File: src/sv/tun_pkg.sv
`timescale 1ns / 1ps
// ----------------------------------------------------------------------------
// tun_pkg: shared types and constants of the triangle unit normal core
// Widths of the normalized datapath, register map and the sideband tag that
// travels with each beat through the pipeline.
// ----------------------------------------------------------------------------
package tun_pkg;

   localparam int COORD_WIDTH_DEF = 24;   // default vertex coordinate width
   localparam int TINY_WIDTH      = 21;   // degeneracy threshold width
   localparam int NORM_BITS       = 31;   // normalized magnitude width
   localparam int SQ_WIDTH        = 2 * NORM_BITS;
   localparam int SUM_WIDTH       = 64;   // sum of three squares
   localparam int ROOT_WIDTH      = 32;
   localparam int SQRT_STEPS      = SUM_WIDTH / 2;
   localparam int QUO_WIDTH       = 31;   // quotient never exceeds 2^30
   localparam int DIV_STEPS       = QUO_WIDTH;
   localparam int UNIT_WIDTH      = 32;   // Q2.30 result

   localparam int CSR_ADDR_WIDTH  = 3;
   localparam int CSR_DATA_WIDTH  = 32;

   // register index, taken from the word address
   localparam logic [0:0] REG_TINY_LENGTH = 1'b0;

   // per-beat flags carried alongside the data
   typedef struct packed {
      logic       used_given;
      logic       degen;
      logic [2:0] neg;
   } tag_type;

   localparam int TAG_WIDTH = $bits(tag_type);

endpackage

File: src/sv/tun_sqrt.sv
`timescale 1ns / 1ps
// ----------------------------------------------------------------------------
// tun_sqrt: pipelined integer square root
// One result bit per stage, 32 stages, floor(sqrt) of a 64-bit value.
// ----------------------------------------------------------------------------
module tun_sqrt #(
   parameter int SideWidth = tun_pkg::TAG_WIDTH
) (
   input  logic                             clock,
   input  logic                             reset,
   input  logic                             en,
   input  logic                             in_valid,
   input  logic [tun_pkg::SUM_WIDTH-1:0]    in_sum,
   input  logic [SideWidth-1:0]             in_side,
   output logic                             out_valid,
   output logic [tun_pkg::ROOT_WIDTH-1:0]   out_root,
   output logic [SideWidth-1:0]             out_side
);
   import tun_pkg::*;

   logic [SUM_WIDTH-1:0]  n_src [SQRT_STEPS];
   logic [SUM_WIDTH-1:0]  r_src [SQRT_STEPS];
   logic                  v_src [SQRT_STEPS];
   logic [SideWidth-1:0]  s_src [SQRT_STEPS];
   logic [SUM_WIDTH-1:0]  n_in  [SQRT_STEPS];
   logic [SUM_WIDTH-1:0]  r_in  [SQRT_STEPS];
   logic [SUM_WIDTH-1:0]  n_ff  [SQRT_STEPS];
   logic [SUM_WIDTH-1:0]  r_ff  [SQRT_STEPS];
   logic                  v_ff  [SQRT_STEPS];
   logic [SideWidth-1:0]  s_ff  [SQRT_STEPS];

   // stage inputs
   assign n_src[0] = in_sum;
   assign r_src[0] = '0;
   assign v_src[0] = in_valid;
   assign s_src[0] = in_side;

   for (genvar gk = 1; gk < SQRT_STEPS; gk++) begin : g_link
      assign n_src[gk] = n_ff[gk-1];
      assign r_src[gk] = r_ff[gk-1];
      assign v_src[gk] = v_ff[gk-1];
      assign s_src[gk] = s_ff[gk-1];
   end

   // one trial subtraction per stage
   always_comb begin
      logic [SUM_WIDTH-1:0] bit_k;
      logic [SUM_WIDTH-1:0] trial;
      for (int k = 0; k < SQRT_STEPS; k++) begin
         bit_k = SUM_WIDTH'(1) << (SUM_WIDTH - 2 - 2 * k);
         trial = r_src[k] + bit_k;
         if (n_src[k] >= trial) begin
            n_in[k] = n_src[k] - trial;
            r_in[k] = (r_src[k] >> 1) + bit_k;
         end else begin
            n_in[k] = n_src[k];
            r_in[k] = r_src[k] >> 1;
         end
      end
   end

   always_ff @(posedge clock) begin
      if (reset) begin
         for (int k = 0; k < SQRT_STEPS; k++)
            v_ff[k] <= 1'b0;
      end else if (en) begin
         for (int k = 0; k < SQRT_STEPS; k++)
            v_ff[k] <= v_src[k];
      end
   end

   always_ff @(posedge clock) begin
      if (en) begin
         for (int k = 0; k < SQRT_STEPS; k++) begin
            n_ff[k] <= n_in[k];
            r_ff[k] <= r_in[k];
            s_ff[k] <= s_src[k];
         end
      end
   end

   assign out_valid = v_ff[SQRT_STEPS-1];
   assign out_root  = r_ff[SQRT_STEPS-1][ROOT_WIDTH-1:0];
   assign out_side  = s_ff[SQRT_STEPS-1];

endmodule

File: config.mk
export PLATFORM = sky130hd
export DESIGN_NAME = tun_sqrt
export DESIGN_NICKNAME = d
export VERILOG_FILES = /design/src/sv/tun_pkg.sv /design/src/sv/tun_sqrt.sv
export SDC_FILE = /design/constraint.sdc
export NUM_CORES = 2
export LEC_CHECK = 0
export ABC_CLOCK_PERIOD_IN_PS = 4290
export BUFFER_PORTS_ARGS = -buffer_cell sky130_fd_sc_hd__buf_2
export CORE_MARGIN = 2
export CORE_UTILIZATION = 36
export CTS_CLUSTER_SIZE = 16
export DETAILED_ROUTE_END_ITERATION = 10
export SLEW_MARGIN = 25
export SYNTH_ARGS = -nofsm -noshare
export SYNTH_HDL_FRONTEND = slang
export SYNTH_MEMORY_MAX_BITS = 65536
export SYNTH_SLANG_ARGS = --single-unit
File: constraint.sdc
create_clock -name clock -period 4.29 [get_ports clock]
set_clock_uncertainty 0.15 [all_clocks]
set_input_delay 0.2145 -clock clock [delete_from_list [all_inputs] [get_ports clock]]
set_output_delay 0.2145 -clock clock [all_outputs]
set_load 0.02 [all_outputs]
After elaboration in Yosys (flattened, before gate mapping)
Memory sizes are Yosys's and may differ from the RTL's.
Cells that the tools add are included.

storage, ports and cells
  input port bits = 73
  word-level logic and storage cells = 264
  register bits = 0
  memories kept = 4
  RAM bits = 4288
  output and inout port bits = 38

cells by class
  order comparisons = 32
  multiplexer cells = 102
  bitwise gates (word level) = 32
  add/sub/neg operators = 94

memories
  memory  words  bits a word  read ports  clocked after memory_dff  write ports  line            text
  n_ff    32     64           31          0                         32           tun_sqrt.sv:27  logic [SUM_WIDTH-1:0] n_ff [SQRT_STEPS];
  r_ff    32     64           32          0                         32           tun_sqrt.sv:28  logic [SUM_WIDTH-1:0] r_ff [SQRT_STEPS];
  s_ff    32     5            32          0                         32           tun_sqrt.sv:30  logic [SideWidth-1:0] s_ff [SQRT_STEPS];
  v_ff    32     1            32          0                         32           tun_sqrt.sv:29  logic v_ff [SQRT_STEPS];

operator list
  kind                                                               number
  64-bit 2-to-1 mux                                                  63
  64-bit greater-or-equal comparator                                 31
  64-bit subtractor                                                  31
  63-bit by 1-bit adder with 64-bit output (second input constant)   1
  63-bit by 11-bit adder with 64-bit output (second input constant)  1
  63-bit by 13-bit adder with 64-bit output (second input constant)  1
  63-bit by 15-bit adder with 64-bit output (second input constant)  1
  63-bit by 17-bit adder with 64-bit output (second input constant)  1
  63-bit by 19-bit adder with 64-bit output (second input constant)  1
  63-bit by 21-bit adder with 64-bit output (second input constant)  1
  63-bit by 23-bit adder with 64-bit output (second input constant)  1
  63-bit by 25-bit adder with 64-bit output (second input constant)  1
  63-bit by 27-bit adder with 64-bit output (second input constant)  1
  63-bit by 29-bit adder with 64-bit output (second input constant)  1
  63-bit by 3-bit adder with 64-bit output (second input constant)   1
  63-bit by 31-bit adder with 64-bit output (second input constant)  1
  63-bit by 33-bit adder with 64-bit output (second input constant)  1
  63-bit by 35-bit adder with 64-bit output (second input constant)  1
  63-bit by 37-bit adder with 64-bit output (second input constant)  1
  63-bit by 39-bit adder with 64-bit output (second input constant)  1
  63-bit by 41-bit adder with 64-bit output (second input constant)  1
  63-bit by 43-bit adder with 64-bit output (second input constant)  1
  63-bit by 45-bit adder with 64-bit output (second input constant)  1
  63-bit by 47-bit adder with 64-bit output (second input constant)  1
  other kinds (46)                                                   114

Depth between registers and ports, before layout
  word-level depth = 4
  depth in mapped cells = 15

Least setup slack after synthesis
OpenSTA, ideal clock, no wires.

  kind = flip-flop to flip-flop
  start point = mem n_ff[24][19] (netlist: n_ff[1][531])
  end point = mem n_ff[25][44] (netlist: n_ff[1][620]) (data pin)
  path buffers = 0
  setup slack = 0.730 ns
  arrival = 3.152 ns
  cell stages (with the launch flop) = 12
  setup time = 0.258 ns
  path through = edfxtp_1 > ha_1 > and2_1 > and3_1 > a311o_1 > or4b_1 > a41oi_1 > o211ai_1 > nand3_1 > nand4b_1 > or4_1 > xnor2_1

RTL lines
  element      line
  from (decl)  tun_sqrt.sv:27

==> run_results.csv <==
group,metric,value,unit
drt,vias,78900,
logic_synthesis,yosysTopAreaCellShare,0.644,
floorplan,rows,217,
clock_tree,clockRootBuffer,"clkbuf_16",
drt,wirelength,310000,um
critical_path,arrival,4550,ps
logic_synthesis,async_flop_share,0,
logic_synthesis,yosysWarnings,0,
clock_tree,clkLatencyLatePin,950,ps
clock_tree,clockBufferDepth,4,
logic_synthesis,syn-num-nets,10300,
place,hpwlAfterDp,231000,um
logic_synthesis,ys_top_cells_by_area,"edfxtp_1 (64%), ha_1 (5.5%), xnor2_1 (3.4%)",
timing,rsz0062_at_grt,"no",
critical_path,critPathMaxStageDelay,540,ps
logic_synthesis,yosysSeqAreaShare,0.644,
clock_tree,path_clk_slew,60,ps
place,place_ws,-321,ps
critical_path,startpoint_type,"flip-flop",
worst_hold_path,min_path_cells,4,
timing,clock.fmax,244,MHz
critical_path,ff2ff_setup_slack,180,ps
critical_path,crit_type,"reg2reg",
global_route,antenna_found_initial,5,
clock_tree,cts_htree_levels,5,
clock_tree,clock_sinks,2704,
logic_synthesis,netlist_area,126000,um^2
clock_tree,cts_tree,"yes",
critical_path,crit-reg2reg-capture,"n_ff[1][765]",
worst_hold_path,timing.hold.worst.start,"in_sum[62]",
logic_synthesis,synth_cell_type_count,102,
global_route,grt_usage,0.171,
logic_synthesis,synth_largest_area_cell,"edfxtp_1",
floorplan,io_pins,111,
finish,syn2layout_area_growth,15.5,%
timing,fin_hold_ws,172,ps
timing,setup_viol,0,
drt,drt_first_pass_iters,6,
floorplan,coreArea,349000,um^2
pwr,power_density,532,nW/um^2
logic_synthesis,synthFlopType,"edfxtp_1",
pwr,peakVddDrop,415,uV
clock_tree,cts_made_buffers,299,
critical_path,cp_top_family,"simple AND/OR/NAND/NOR gates",
global_route,gr-total-overflow,0,
drt,drc,0,
logic_synthesis,synth_edf_count,2704,
worst_hold_path,hold_path_class,"in2reg",
timing,fin_crit,4110,ps
timing,slew_violations,0,
floorplan,die-area,355000,um^2
finish,nets,11000,
timing,worst_slew_margin_rel,0.294,
global_route,grt_pass1_wl,473000,um
run_status,outcome,"complete, no violations",
critical_path,r2r-start,"n_ff[1][652]",
drt,via_per_inst,5.20,
global_route,grt_max_degree,143,
critical_path,reg2reg_depth,12,
flow_run,drv_cap,0,
critical_path,path_max_fanout,6,
drt,wl_per_cell,20.4,um
logic_synthesis,synth_seq_cells,2704,
timing,hold_violations,0,
critical_path,slowest_stage,"or4_1",
global_route,grt_pass1_vias,80100,
timing,setup_ws,185,ps
critical_path,crit_top_cell,"or4_1",
place,gp_congestion,0.937,
floorplan,die_w,596,um
floorplan,fp.dieH,596,um
critical_path,worstSetupEndpointType,"flip-flop",
critical_path,required,4730,ps
logic_synthesis,syn_area_per_cell,13.0,um^2
worst_hold_path,holdPathEnd,"n_ff[0][62]",
place,io_buffers,110,
floorplan,initial_core_util,0.361,
timing,worstMarginPinSlew,1060,ps
pwr,p_leak,54.2,nW
critical_path,crit_chain,"ha_4, or4b_1, or4_1, buf_4, or4_4, nand4_1, or4_1, o21ai_1, a211oi_4, nand2_2, nor4b_4, xor2_1",
drt,drtIter0Drc,5536,
drt,detail-route-antenna-nets,0,
finish,nFillCells,31600,
timing,fin_crit_sh,0.957,
logic_synthesis,synthCells,9693,
finish,drive_gt1_frac,0.0977,
finish,final_util,0.417,
critical_path,critPathBufInv,1,
[logic make-up after synthesis]
logic type               count (synthesis)  share of synthesized area
flip-flops                            2704                      0.644
buffers and inverters                  905                     0.0285
multiplexers                            97                    0.00857
AND/OR/NAND/NOR                       2751                      0.113
XOR/XNOR                               884                     0.0614
adder cells (fa/ha/maj)                558                     0.0554
AO/OA/AOI/OAI                         1794                     0.0886
[through the flow]
| step | power, mW | cells | instance area [um^2] | TNS (ps) |
|---|---|---|---|---|
| floorplan | 46.2 | 9693 | 126000 | 0 |
| global placement | 51.9 | 14500 | 134000 | -25280 |
| detailed placement | 52.2 | 14500 | 134000 | -3870 |
| CTS | 78.1 | 15200 | 145000 | 0 |
| global route | 81.2 | 15200 | 146000 | 0 |
| finish | 77.4 | 15200 | 146000 | 0 |
[metal layers]
layer  vias to the layer above  routed length [um]  GRT usage
li1                      37600                   -          -
met1                     38600              118000      0.188
met2                      2049              165000      0.326
met3                       647               12400     0.0224
met4                         0               14000     0.0709
met5                         -                   0          0
[sequential cells by signal (all words and copies together), names as in the netlist]
| signal | flops |
|---|---|
| s_ff | 160 |
| n_ff | 1984 |
| v_ff | 32 |
| r_ff | 528 |
[what timing repair did]
action                                  CTS  global route
endpoints found under the hold margin   187             0
pin swaps                                 1             3
hold buffers                            141             0
endpoints found under the setup margin   25            31
buffers inserted                          1             2
resized for setup                         2            11
[synth_stat cells (24+ instances only)]
library cell,n
or2_2,26
buf_4,40
nor2b_1,101
a21o_1,242
and4_1,24
xor2_1,392
a21oi_1,590
o21ai_0,452
mux2_2,86
nor4_1,322
nor3_1,229
a31oi_1,44
o31ai_1,37
a211oi_1,44
inv_1,697
nor2_1,606
ha_1,558
and3_1,48
nand2_1,597
nand4_1,148
xnor2_1,492
or3_1,99
or4_1,69
buf_2,26
nand2b_1,105
clkbuf_1,121
edfxtp_1,2704
o21a_1,98
nand3b_1,34
nand3_1,152
and2_1,55
o21bai_1,48
o211ai_1,31
nor4b_1,46
[placed cells by master (no fill, tap or decap), types with 39 or more instances in the layout]
cell / synthesis / layout
a211oi_1: 44 / 42
a21o_1: 242 / 242
a21oi_1: 590 / 590
a31oi_1: 44 / 43
and2_1: 55 / 55
and3_1: 48 / 48
buf_12: 0 / 39
buf_2: 26 / 109
buf_4: 40 / 281
clkbuf_1: 121 / 56
clkbuf_16: 0 / 301
clkinv_1: 0 / 52
dlygate4sd3_1: 0 / 141
edfxtp_1: 2704 / 2704
ha_1: 558 / 557
inv_1: 697 / 697
mux2_2: 86 / 86
nand2_1: 597 / 597
nand2b_1: 105 / 105
nand3_1: 152 / 152
nand4_1: 148 / 148
nor2_1: 606 / 605
nor2b_1: 101 / 101
nor3_1: 229 / 229
nor4_1: 322 / 320
nor4b_1: 46 / 46
o21a_1: 98 / 98
o21ai_0: 452 / 451
o21bai_1: 48 / 48
or3_1: 99 / 99
or4_1: 69 / 67
xnor2_1: 492 / 492
xor2_1: 392 / 392
[power by group]
group | switching [mW] | internal [mW] | total [mW] | leakage (nW)
clock | 10.8 | 14.7 | 25.5 | 4.68
sequential | 2.56 | 33.4 | 36.0 | 26.1
combinational | 9.18 | 6.77 | 16.0 | 23.4
[worst register-to-register path, cell delays in order, from the launching register on]
cell      delay (ps)
edfxtp_1         430
ha_4             300
or4b_1           470
or4_1            540
buf_4            180
or4_4            460
nand4_1          130
or4_1            130
o21ai_1          120
a211oi_4         340
nand2_2          180
nor4b_4          310
xor2_1           110
[how the worst max path moves through the flow]
stage	startpoint	end	slack, ps	cells past startpoint
after floorplan	n_ff[1][531]	n_ff[1][620]	730	11
after global placement	n_ff[1][612]	n_ff[1][693]	-790	11
after detailed placement	n_ff[1][737]	n_ff[1][829]	-320	11
after CTS	r_ff[1][612]	n_ff[1][687]	40	13
after global routing	n_ff[1][599]	n_ff[1][693]	1	12
final	n_ff[1][652]	n_ff[1][765]	180	12
[final cells by class]
class	count	area, um^2	area share
Inverter	699	2620	0.0180
Sequential cell	2704	81200	0.558
Multi-Input combinational cell	6084	41400	0.285
Antenna cell	6	15.0	0.000103
Timing Repair Buffer	570	4850	0.0333
Clock inverter	171	1940	0.0133
Clock buffer	357	7740	0.0532
Tap cell	4599	5750	0.0395
No activity file was read; power rests on OpenSTA's default activity.
